**src/design/ple_pkg.sv**
```systemverilog
package ple_pkg;

    localparam int CAPACITY = 16;

    localparam logic signed [31:0] FAIL_ELEMENT = -32'sd999;

    typedef enum logic [1:0] {
        CMD_GET    = 2'd0,
        CMD_INSERT = 2'd1,
        CMD_DELETE = 2'd2
    } t_cmd;

    typedef enum logic [1:0] {
        ST_OK    = 2'd0,
        ST_RANGE = 2'd1,
        ST_FULL  = 2'd2
    } t_status;

    typedef struct packed {
        logic [1:0]         cmd;
        logic [4:0]         position;
        logic signed [31:0] value;
    } t_req;

    typedef struct packed {
        t_status            status;
        logic signed [31:0] element;
        logic [4:0]         length;
    } t_rsp;

    // shift controls broadcast to every cell of the chain
    typedef struct packed {
        logic ins;
        logic del;
    } t_cell_ctrl;

endpackage

```
**src/design/ple_cell.sv**
```systemverilog
module ple_cell #(
    parameter int IW    = 4,
    parameter int INDEX = 0
) (
    input  logic                    i_clk,
    input  ple_pkg::t_cell_ctrl     i_ctrl,
    input  logic [IW-1:0]           i_idx,
    input  logic signed [31:0]      i_below,
    input  logic signed [31:0]      i_above,
    input  logic signed [31:0]      i_value,
    output logic signed [31:0]      o_value,
    output logic signed [31:0]      o_rd
);
    import ple_pkg::*;

    localparam logic [IW-1:0] MY_IDX = IW'(INDEX);

    logic signed [31:0] r_value;
    logic signed [31:0] n_value;
    logic               hit;
    logic               after;

    assign hit   = (i_idx == MY_IDX);
    assign after = (MY_IDX > i_idx);

    always_comb begin
        n_value = r_value;
        if (i_ctrl.ins) begin
            if (hit) begin
                n_value = i_value;
            end else if (after) begin
                n_value = i_below;
            end
        end else if (i_ctrl.del) begin
            if (hit || after) begin
                n_value = i_above;
            end
        end
    end

    always_ff @(posedge i_clk) begin
        r_value <= n_value;
    end

    assign o_value = r_value;
    // read port: only the addressed cell drives nonzero, top ORs them
    assign o_rd    = hit ? r_value : '0;

endmodule

```
**src/design/positional_list_engine_top.sv**
```systemverilog
// channel | direction | handshake                | payload
// in      | input     | i_in_valid / o_in_stall  | i_in_data  (cmd, position, value)
// out     | output    | o_out_valid / i_out_stall| o_out_data (status, element, length)
//
// One request per cycle unless the output is held: each transfer is decoded,
// the cell chain shifts (insert or delete at any position) and the result is
// registered in the same cycle, so it appears in the cycle after its transfer.
// The single output register sets the rate; a new input transfer is taken
// while the held result leaves. Input stalls only when the output is held.
// Reset (synchronous, active low) clears the length and the output valid;
// cell contents stay as they are and are never read beyond the length.
module positional_list_engine_top #(
    parameter int CAPACITY = ple_pkg::CAPACITY
) (
    input  logic           i_clk,
    input  logic           i_rst_n,
    input  logic           i_in_valid,
    output logic           o_in_stall,
    input  ple_pkg::t_req  i_in_data,
    output logic           o_out_valid,
    input  logic           i_out_stall,
    output ple_pkg::t_rsp  o_out_data
);
    import ple_pkg::*;

    localparam int IW = $clog2(CAPACITY);
    localparam int CW = $clog2(CAPACITY + 1);
    localparam int PW = (IW > 5) ? IW : 5;
    localparam int MW = ((CW > 5) ? CW : 5) + 1;
    localparam logic [MW-1:0] CAP_M = MW'(CAPACITY);

    logic [CW-1:0]      r_count;
    logic [CW-1:0]      n_count;
    logic               r_out_valid;
    t_rsp               r_out_data;
    t_rsp               n_out_data;

    logic               in_fire;
    logic [MW-1:0]      pos_m;
    logic [MW-1:0]      cnt_m;
    logic [MW-1:0]      len_m;
    logic [PW-1:0]      idx_full;
    logic [IW-1:0]      idx;
    logic               do_ins;
    logic               do_del;
    t_cell_ctrl         ctrl;
    logic signed [31:0] rd_data;

    logic signed [31:0] cell_val [CAPACITY];
    logic signed [31:0] cell_rd  [CAPACITY];

    assign o_in_stall = r_out_valid && i_out_stall;
    assign in_fire    = i_in_valid && !o_in_stall;

    assign pos_m    = MW'(i_in_data.position);
    assign cnt_m    = MW'(r_count);
    assign idx_full = PW'(i_in_data.position) - PW'(1);
    assign idx      = idx_full[IW-1:0];

    always_comb begin
        n_count            = r_count;
        do_ins             = 1'b0;
        do_del             = 1'b0;
        n_out_data.status  = ST_RANGE;
        n_out_data.element = '0;
        unique case (i_in_data.cmd)
            CMD_GET: begin
                if (pos_m != '0 && pos_m <= cnt_m) begin
                    n_out_data.status  = ST_OK;
                    n_out_data.element = rd_data;
                end else begin
                    n_out_data.element = FAIL_ELEMENT;
                end
            end
            CMD_INSERT: begin
                // position checked before fullness
                if (pos_m != '0 && pos_m <= cnt_m + MW'(1)) begin
                    if (cnt_m >= CAP_M) begin
                        n_out_data.status = ST_FULL;
                    end else begin
                        n_out_data.status = ST_OK;
                        do_ins            = 1'b1;
                        n_count           = r_count + CW'(1);
                    end
                end
            end
            CMD_DELETE: begin
                if (pos_m != '0 && pos_m <= cnt_m) begin
                    n_out_data.status  = ST_OK;
                    n_out_data.element = rd_data;
                    do_del             = 1'b1;
                    n_count            = r_count - CW'(1);
                end
            end
            default: begin
            end
        endcase
        len_m             = MW'(n_count);
        n_out_data.length = len_m[4:0];
    end

    assign ctrl.ins = in_fire && do_ins;
    assign ctrl.del = in_fire && do_del;

    genvar g;
    generate
        for (g = 0; g < CAPACITY; g++) begin : g_cell
            logic signed [31:0] below;
            logic signed [31:0] above;
            if (g == 0) begin : g_first
                assign below = cell_val[g];
            end else begin : g_mid_lo
                assign below = cell_val[g-1];
            end
            if (g == CAPACITY - 1) begin : g_last
                assign above = cell_val[g];
            end else begin : g_mid_hi
                assign above = cell_val[g+1];
            end
            ple_cell #(
                .IW    (IW),
                .INDEX (g)
            ) u_cell (
                .i_clk   (i_clk),
                .i_ctrl  (ctrl),
                .i_idx   (idx),
                .i_below (below),
                .i_above (above),
                .i_value (i_in_data.value),
                .o_value (cell_val[g]),
                .o_rd    (cell_rd[g])
            );
        end
    endgenerate

    always_comb begin
        rd_data = '0;
        for (int k = 0; k < CAPACITY; k++) begin
            rd_data = rd_data | cell_rd[k];
        end
    end

    always_ff @(posedge i_clk) begin
        if (!i_rst_n) begin
            r_count     <= '0;
            r_out_valid <= 1'b0;
        end else begin
            if (in_fire) begin
                r_count     <= n_count;
                r_out_valid <= 1'b1;
            end else if (!i_out_stall) begin
                r_out_valid <= 1'b0;
            end
        end
    end

    always_ff @(posedge i_clk) begin
        if (in_fire) begin
            r_out_data <= n_out_data;
        end
    end

    assign o_out_valid = r_out_valid;
    assign o_out_data  = r_out_data;

endmodule

```
**config.mk**
```make
export PLATFORM = sky130hd
export DESIGN_NAME = positional_list_engine_top
export DESIGN_NICKNAME = d
export VERILOG_FILES = /design/src/design/ple_pkg.sv /design/src/design/ple_cell.sv /design/src/design/positional_list_engine_top.sv
export SDC_FILE = /design/constraint.sdc
export NUM_CORES = 1
export LEC_CHECK = 0
export BUFFER_PORTS_ARGS = -buffer_cell sky130_fd_sc_hd__buf_2
export CELL_PAD_IN_SITES_DETAIL_PLACEMENT = 2
export CELL_PAD_IN_SITES_GLOBAL_PLACEMENT = 2
export CORE_ASPECT_RATIO = 1.2
export CORE_MARGIN = 5
export CORE_UTILIZATION = 30
export CTS_BUF_LIST = sky130_fd_sc_hd__clkbuf_8
export DETAILED_ROUTE_END_ITERATION = 8
export PLACE_DENSITY = 0.62
export SETUP_SLACK_MARGIN = 0.05
export SLEW_MARGIN = 20
export SYNTH_ARGS = -nofsm -noshare
export SYNTH_HDL_FRONTEND = slang
export SYNTH_HIERARCHICAL = 1
export SYNTH_SLANG_ARGS = --single-unit
```
**constraint.sdc**
```tcl
create_clock -name i_clk -period 11.9 [get_ports i_clk]
set_input_delay 1.19 -clock i_clk [delete_from_list [all_inputs] [get_ports i_clk]]
set_output_delay 1.19 -clock i_clk [all_outputs]
set_load 0.1 [all_outputs]
```
# Word level (Yosys, flattened, before mapping)
# Index checks and enable logic that the tools add are counted.
op_classes:
  reduce_logical: 58
  n_bitwise: 15
  eq_ne: 33
  magnitude_cmp: 19
  add_sub_neg: 4
  n_mux: 110
op_table:
  columns: ["operator", "count"]
  rows:
  - ["$mux 32", 93]
  - ["$or 32x32->32", 15]
  - ["$pmux 32 s2", 1]
  - ["$reduce_and 3->1", 15]
  - ["$ne 3x1->1 const B", 14]
  - ["$reduce_bool 2->1", 17]
  - ["$mux 33", 1]
  - ["$eq 4x4->1 const B", 8]
  - ["$gt 4x4->1 const A", 8]
  - ["$eq 4x3->1 const B", 4]
  - ["$gt 3x4->1 const A", 4]
  - ["$logic_or 1x1->1", 15]
  - ["$mux 5", 3]
  - ["$pmux 5 s2", 1]
  - ["$eq 4x2->1 const B", 2]
  - ["$gt 1x4->1 const A", 2]
  - ["$gt 2x4->1 const A", 2]
  - ["$mux 1", 8]
  - ["$add 5x1->6 const B", 1]
  - ["$le 5x6->1", 1]
  - ["$logic_and 1x1->1", 6]
  - ["$pmux 2 s3", 1]
  - ["$reduce_bool 6->1", 1]
  - ["$add 5x1->5 const B", 1]
  - ["other kinds (13)", 15]
totals:
  word_cells: 260
  output_inout_bits: 41
  inputBits: 43
  register_bits: 557

# Logic depth before layout (Yosys ltp)
# Gate-level depths: netlist of run 1.
depth:
  ltp_word: 20
  ltp_mapped: 14

# Cells and area by module
# Netlist of run 1, hierarchy kept.
modules_own_cells:
  columns: ["mod", "n_inst", "seq_area_each_um2", "cells_per_inst", "area_per_inst_um2"]
  rows:
  - ["ple_cell at g_cell[11].u_cell ...", 2, 960.9, 213, 1864.3]
  - ["positional_list_engine_top", 1, 1291.2, 400, 3519.6]
  - ["ple_cell at g_cell[2].u_cell", 1, 960.9, 177, 1906.8]
  - ["ple_cell at g_cell[1].u_cell", 1, 960.9, 177, 1904.3]
  - ["ple_cell at g_cell[10].u_cell", 1, 960.9, 178, 1900.6]
  - ["ple_cell at g_cell[12].u_cell", 1, 960.9, 177, 1899.3]
  - ["ple_cell at g_cell[9].u_cell", 1, 960.9, 177, 1896.8]
  - ["ple_cell at g_cell[6].u_cell", 1, 960.9, 177, 1895.6]
  - ["ple_cell at g_cell[5].u_cell", 1, 960.9, 177, 1894.3]
  - ["ple_cell at g_cell[3].u_cell", 1, 960.9, 177, 1891.8]
  - ["ple_cell at g_cell[4].u_cell", 1, 960.9, 177, 1880.6]
  - ["ple_cell at g_cell[8].u_cell", 1, 960.9, 178, 1878.1]
  - ["ple_cell at g_cell[0].u_cell", 1, 960.9, 176, 1874.3]
  - ["ple_cell at g_cell[14].u_cell", 1, 960.9, 213, 1866.8]
  - ["2 more rows", null, null, null, null]

# Worst setup path after synthesis of run 1
# Ideal clock, no wire load.
synth_timing:
  path_type: "input-to-reg"
  startpoint: "input port i_in_data[32] (netlist bit)"
  endpoint: "register g_cell[2].u_cell.r_value[0] (enable)"
  n_path_buf: 0
  setup_time_ns: 0.594
  setup_slack_ns: 2.680
  arrival_ns: 8.625
  path_stages: 9
  path_cell_list: "inv_1 -> ha_1 -> nor2b_1 -> o21ai_0 -> a32oi_1 -> nor4_1 -> and2_1 -> nor2_1 -> a2111oi_0"
synth_rtl:
  columns: ["element", "line", "text"]
  rows:
  - ["start, declared", "positional_list_engine_top.sv:19", "input ple_pkg::t_req i_in_data,"]
  - ["end signal, assigned", "ple_cell.sv:42", "r_value <= n_value;"]
  - ["end, declared", "ple_cell.sv:18", "logic signed [31:0] r_value;"]

==> metrics.md, run 1 <==
| Metric | Value |
|---|---|
| Pin count of the biggest net entering global routing | `between 200 and 300` |
| Worst-Skew Late Latency | `0.79 ns` |
| Clock Sinks | `557` |
| Clock tree buffer depth | `3` |
| Initial antenna violation count | `15` |
| Sw Ratio | `0.311` |
| Chip Width | `316 µm` |
| Post-Syn Instances | `3,412` |
| Yosys top cell area share | `0.492` |
| Cell taking the most area after synthesis | `edfxtp_1` |
| Top cells by area, synth | `edfxtp_1, mux2i_1, and2_1` |
| Peak VDD IR | `between 0.00008 and 0.00009 V` |
| M1 GR Usage | `0.266` |
| Skew final | `0.0303 ns` |
| Drt first-iter violations | `about 1,700` |
| Number of synthesized register bits | `557` |
| WHS | `around 0.6 ns` |
| Final hold viol count | `0` |
| Register area share after synthesis | `0.495` |
| Final setup fails | `0` |
| Critical Path End Type | `flop` |
| Root buffer cell | `clkbuf_8` |
| Run status | `completed` |
| Cell family with most CP delay | `buffers and inverters` |
| Synth Cell Area | `between 30,000 and 40,000 µm²` |
| DRC | `0` |
| TNS Setup | `0 ns` |
| CTS tree | `done` |
| Fmax | `148 MHz` |
| Initial Util | `0.302` |
| Post-route insts no fill | `5,019` |
| Final Util | `0.332` |
| Cts bufs inserted | `~110` |
| Unrepaired setup endpoints after global routing | `false` |
| Static leakage | `between 10 and 15 nW` |
| MaxCap Viol Count | `0` |
| Drt first pass iters | `5` |
| Area growth, synth to finish | `9.76%` |
| Port bufs | `83` |
| Hold Path Depth | `3` |
| CP cell instances | `inv_1 > nor3_1 > xnor2_1 > ha_1 > a21o_1 > a21oi_1 > a32oi_1 > nor4_1 > and2_4 > buf_4 > buf_12 > buf_6 > a31oi_1` |
| Synthesis Warnings | `6` |
| M3 GR Usage | `0.0317` |
| Die Span Y | `377 µm` |
| Average size of a mapped cell | `around 10 µm²` |
| WP buf/inv | `4` |
| Rel. slew slack | `0.244` |
| Max incr delay on CP | `about 0.91 ns` |
| CTS resizes | `0` |
| WP data arrival | `7.24 ns` |
| H-tree depth | `3` |
| Cell variety after synth | `67` |
| CP Launch Type | `flop` |
| Area after DPL | `between 30,000 and 40,000 µm²` |
| Fraction of layout cells with a size suffix above 1 | `0.0949` |
| GRT Util Overall | `0.216` |
| Maximum fanout along the worst path | `220` |
| Clock power share | `0.375` |
| Clk slew on worst S/H paths | `~0.060 ns` |
| Vias in the first global route | `around 30,000` |
| Die area | `approximately 120,000 µm²` |
| Syn nets | `3,474` |
| Worst Path Class, Setup | `flop to flop` |
| Fin crit period | `~6.8 ns` |
| M2 GR Usage | `0.386` |
| Core area | `about 110,000 µm²` |
| Hold Crit Class | `flop to flop` |
| DR vias | `27,149` |
| Worst Path Required | `12.37 ns` |
| Fin nets | `3,489` |
| Gp weighted congestion | `around 0.78` |
| Placed Cells | `4,813` |
| Cell count of the worst reg-to-reg path | `13` |
| EDFF count, synth | `551` |
| Std-Cell Rows | `~130` |
| Cell area after layout | `approximately 37,000 µm²` |
| Synth Flop Type | `edfxtp_1` |
| Switching power | `about 1.5 mW` |
| Fin. max-slew vios | `0` |
| CP Depth | `13` |
| Final Cycle Share | `0.569` |
| Grt ovf | `0` |
| ANT nets after route | `0` |
| Detailed Place HPWL | `between 70 and 80 mm` |
| Sequential share of power | `0.475` |
| Final wirelength | `roughly 130 mm` |
| GRT busiest layer | `met2` |
| Fraction of registers with async set/reset | `0` |
| Pint | `3.30 mW` |
| Worst-Margin Slew | `around 1.1 ns` |
| Setup Buffers After CTS | `0` |
| Cell Pwr Density | `approximately 130 nW/µm²` |
| Top-level I/O count | `84` |
| Slowest CP cell | `buf_4` |
| First-pass GRT wire length | `between 150 and 200 mm` |
| # hold bufs at CTS | `0` |
| Comb power frac | `0.150` |
| WL/cell | `26.4 µm` |
| Vias per Instance | `5.41` |
-- routing by layer --
metal / share of wire / vias up
li1: - / 12245
met1: 0.42 / 14084
met2: 0.50 / 579
met3: 0.041 / 235
met4: 0.034 / 6
met5: 0.00026 / -
-- worst paths after layout --
kind | from | endpoint | slack, ns
worst max-delay path | r_count[2] | g_cell[15].u_cell/o_value[12] | 5.13
worst min-delay path | o_out_valid | o_out_valid | 0.60
worst max register to register | r_count[2] | g_cell[15].u_cell/o_value[12] | 5.13
worst min register to register | o_out_valid | o_out_valid | 0.60
-- logic make-up (layout without fill, tap and decap cells) --
family | after synthesis | in the layout | share of synthesized area
other | 0 | 4 | 0
buffers and inverters | 268 | 375 | 0.0538
and+or+nand+nor | 1641 | 1641 | 0.243
DFF | 557 | 557 | 0.495
AOI/OAI and AO/OA | 569 | 569 | 0.0946
adders and majority gates | 19 | 19 | 0.00707
muxes | 354 | 354 | 0.105
xor gates and xnor gates | 4 | 4 | 0.00104
-- sequential cells by signal, indices dropped and copies added, names as in the netlist --
signal / flops
r_count: 5
o_out_data: 39
o_out_valid: 1
g_cell.u_cell/o_value: 512
-- worst reg2reg max path: stages, from the launching register on --
cell and delay [ns]:
dfxtp_1 0.51, inv_1 0.17, nor3_1 0.49, xnor2_1 0.20, ha_1 0.28, a21o_1 0.19
a21oi_1 0.24, a32oi_1 0.19, nor4_1 0.75, and2_4 0.54, buf_4 0.91, buf_12 0.71
buf_6 1.00, a31oi_1 0.28
-- power groups by stage --
stage | Combinational [mW] | Sequential, mW | Clock [mW]
after floorplan | 0.379 | 2.39 | 0
after global placement | 0.697 | 2.31 | 0
final | 0.716 | 2.27 | 1.80
after global routing | 0.764 | 2.28 | 1.96
after detailed placement | 0.720 | 2.31 | 0
after CTS | 0.722 | 2.27 | 1.88
-- placed cells by master (no fill, tap or decap), drive strengths merged, types with 9 or more instances in the layout --
cell type and count:
nor4 132, clkinv 50, nor2 580, a21oi 359
mux2i 353, and2 523, clkbuf 110, nand2 327
ha 19, a31oi 162, nand4 34, edfxtp 551
inv 54, o21ai 9, buf 157
-- per-stage QoR --
step                power (mW)  setup slack (ns)
finish                    4.79              5.13
global placement          3.01              5.19
CTS                       4.88              5.10
detailed placement        3.03              4.94
floorplan                 2.77              2.68
global route              5.00              4.88
-- final cells by class --
type,count,area [µm²]
fillers,12293,74400
flip-flops and latches,557,16700
diodes,4,10.0
multi-input cells,2587,15400
repair buffers,157,1020
well taps,1496,1870
inverters,17,63.8
clock buffers,110,1510
clock inverters,91,415
-- Yosys cell counts (2+ instances only) --
master / instances
nor2_1: 578
o31ai_1: 5
edfxtp_1: 551
buf_2: 29
o21a_1: 4
nand3_1: 5
and4bb_1: 6
xor2_1: 2
o21ai_0: 8
buf_8: 14
nand2_1: 326
and4b_1: 5
ha_1: 19
buf_1: 12
and2_1: 523
clkbuf_2: 15
nor4_1: 131
inv_1: 16
clkbuf_1: 127
or2_2: 2
a21oi_1: 359
a41oi_1: 3
a31oi_1: 162
o211ai_1: 6
nor3_1: 6
and3_1: 4
nand4b_1: 5
nand4_1: 34
nor4b_4: 4
buf_12: 24
a31o_1: 2
a211o_1: 2
buf_6: 24
buf_4: 6
dfxtp_1: 6
o2bb2ai_1: 2
nor2b_1: 2
mux2i_1: 353
xnor2_1: 2
Power figures use the tool's default switching activity.
==> run 2, diff against run 1 <==
==> constraint.sdc (replaced) <==
create_clock -name i_clk -period 6.52 [get_ports i_clk]
set_input_delay 0.652 -clock i_clk [delete_from_list [all_inputs] [get_ports i_clk]]
set_output_delay 0.652 -clock i_clk [all_outputs]
set_load 0.1 [all_outputs]
==> run 2 against run 1 <==
Net effect: register-to-register slack worse by 3.4 ns; worst setup slack lost 3.4 ns; power grew 79%; clock power is 74% higher; core utilization grew 0.15 points; worst hold slack worse by 0.44 ns; critical path depth decreased by 1; largest power group unchanged; global-route usage down 0.34 points; final cell count is 0.14% lower; count of clock-buffer cells in the layout decreased by 6; critical endpoint is now g_cell[0].u_cell/o_value[0].
==> metrics.md, run 2 (same netlist as run 1, synthesis figures left out) <==
| Metric | Value |
|---|---|
| Run status | `completed` |
| Clock power share | `0.365` |
| Sequential cell area | `~17,000 µm²` |
| Initial antenna violation count | `19` |
| CTS resizes | `0` |
| CP Launch Type | `flop` |
| Std-Cell Rows | `between 100 and 150` |
| Die Span Y | `377 µm` |
| Worst Path Required | `just under 7 ns` |
| Gp weighted congestion | `between 0.7 and 0.8` |
| Reg-to-reg endpoint | `g_cell[0].u_cell/o_value[0]` |
| Drt first-iter violations | `1,784` |
| Maximum fanout along the worst path | `73` |
| Sw Ratio | `0.310` |
| Rel. slew slack | `0.134` |
| Port bufs | `slightly above 80` |
| Cts bufs inserted | `103` |
| Die area | `119,000 µm²` |
| CP Depth | `12` |
| # hold bufs at CTS | `0` |
| Vias per Instance | `5.39` |
| Sequential share of power | `0.486` |
| Switching power | `roughly 2.7 mW` |
| Max reg flops | `roughly 510` |
| Placed Cells | `between 4,000 and 5,000` |
| WL/cell | `between 20 and 30 µm` |
| Peak VDD IR | `~0.00012 V` |
| Detailed Place HPWL | `approximately 80 mm` |
| Slowest CP cell | `o21a_2` |
| Clock tree buffer depth | `3` |
| Fmax | `approximately 210 MHz` |
| Initial Util | `0.302` |
| Fraction of layout cells with a size suffix above 1 | `0.0953` |
| Filler instances | `around 12,000` |
| DR vias | `roughly 27,000` |
| Cell count of the worst reg-to-reg path | `12` |
| Drt first pass iters | `6` |
| Place WS | `between 1.5 and 2 ns` |
| Fin crit period | `slightly below 5 ns` |
| Worst Path Class, Setup | `flop to flop` |
| Max incr delay on CP | `about 0.76 ns` |
| WP buf/inv | `3` |
| Critical Path End Type | `flop` |
| Chip Width | `between 300 and 400 µm` |
| Pint | `5.92 mW` |
| Final Util | `0.333` |
| CTS tree | `done` |
| Worst R2R Setup Slack | `~1.7 ns` |
| Final Cycle Share | `0.737` |
| Unrepaired setup endpoints after global routing | `false` |
| Hold Crit Class | `primary input to flop` |
| Top-level I/O count | `between 80 and 90` |
| CP Launch Point | `r_count[2]` |
| Final hold viol count | `0` |
| Most common cell after layout, fill and taps aside | `nor2_1` |
| Worst R2R Start | `r_count[2]` |
| First-pass GRT wire length | `between 150 and 200 mm` |
| Hold Path Depth | `2` |
| Most frequent cells in the layout | `nor2_1, edfxtp_1, and2_1` |
| Root buffer cell | `clkbuf_8` |
| MaxCap Viol Count | `0` |
| Core area | `roughly 110,000 µm²` |
| Area growth, synth to finish | `10.2%` |
| Cell Pwr Density | `approximately 230 nW/µm²` |
| Pin count of the biggest net entering global routing | `225` |
| WL met3 | `about 5.3 mm` |
| ANT nets after route | `0` |
| Final wirelength | `around 130 mm` |
| Cell family with most CP delay | `compound AO/OA/AOI/OAI gates` |
| Vias in the first global route | `just under 30,000` |
| H-tree depth | `3` |
| Fin. max-slew vios | `0` |
| GRT Util Overall | `0.213` |
| Multi-input logic area | `15,500 µm²` |
| Worst setup path end | `g_cell[0].u_cell/o_value[0]` |
| Total power | `around 8.6 mW` |
| DRC | `0` |
| Worst-Skew Late Latency | `just under 0.8 ns` |
| Clk slew on worst S/H paths | `about 0.050 ns` |
| Final setup fails | `0` |
| Post-route insts no fill | `approximately 5,000` |
| Max Used Layer | `met4` |
| Static leakage | `12.9 nW` |
| Clock Sinks | `approximately 560` |
| Setup WS post-layout | `1.71 ns` |
| WP data arrival | `between 5 and 6 ns` |
| TNS Setup | `0 ns` |
| CP cell instances | `inv_1 > nor3_4 > xnor2_1 > ha_1 > a21o_1 > a21oi_2 > a32oi_4 > nor4_4 > and2_4 > buf_12 > o21a_2 > buf_12` |
| Fin nets | `~3,500` |
| Grt ovf | `0` |
| Cell mode on critical path | `buf_12` |
| Wire length on met2 | `approximately 64 mm` |
| Wl on met1 | `about 57 mm` |
| Worst-Margin Slew | `1.30 ns` |
| Comb power frac | `0.149` |
| Skew final | `about 0.025 ns` |
| Setup Buffers After CTS | `0` |
run 2: changes by cell type in the layout (fill, tap and decap cells not counted), sizes merged:
cell | before | now
clkbuf | 110 | 104
buf | 157 | 154
bufinv | 1 | 0
clkinv | 50 | 38
diode | 4 | 10
inv | 54 | 63
run 2: cell type report:
cell class / instances / area share
Antenna cell: 10 / 0.000675
Clock buffer: 104 / 0.0386
Clock inverter: 87 / 0.0102
Inverter: 17 / 0.00182
Multi-Input combinational cell: 2587 / 0.417
Sequential cell: 557 / 0.449
Tap cell: 1496 / 0.0505
Timing Repair Buffer: 154 / 0.0318
run 2: per-layer routing:
metal | GRT usage | vias up
met2 | 0.371 | 539
li1 | - | 12229
met4 | 0.0758 | 0
met3 | 0.0263 | 212
met5 | 0 | -
met1 | 0.272 | 14040
run 2: worst min-delay path by stage:
stage	startpoint	end
CTS	i_in_valid	o_out_valid
floorplan	g_cell[1].u_cell/o_value[0]	g_cell[0].u_cell/o_value[0]
global placement	g_cell[5].u_cell/o_value[1]	g_cell[4].u_cell/o_value[1]
global route	i_in_valid	o_out_valid
detailed placement	g_cell[11].u_cell/o_value[19]	g_cell[10].u_cell/o_value[19]
finish	i_in_valid	o_out_valid
run 2: metrics by stage:
step | cell area [µm²] | hold slack [ns]
floorplan | 33800 | 0.576
global placement | 35200 | 0.596
detailed placement | 35200 | 0.616
CTS | 37000 | 0.0652
global route | 37100 | 0.133
finish | 37100 | 0.161
run 2: power groups by stage:
stage | clock network, mW | logic, mW | registers (mW)
floorplan | 0 | 0.702 | 4.36
CTS | 3.28 | 1.29 | 4.17
global route | 3.42 | 1.37 | 4.18
global placement | 0 | 1.24 | 4.24
detailed placement | 0 | 1.28 | 4.24
finish | 3.13 | 1.28 | 4.17
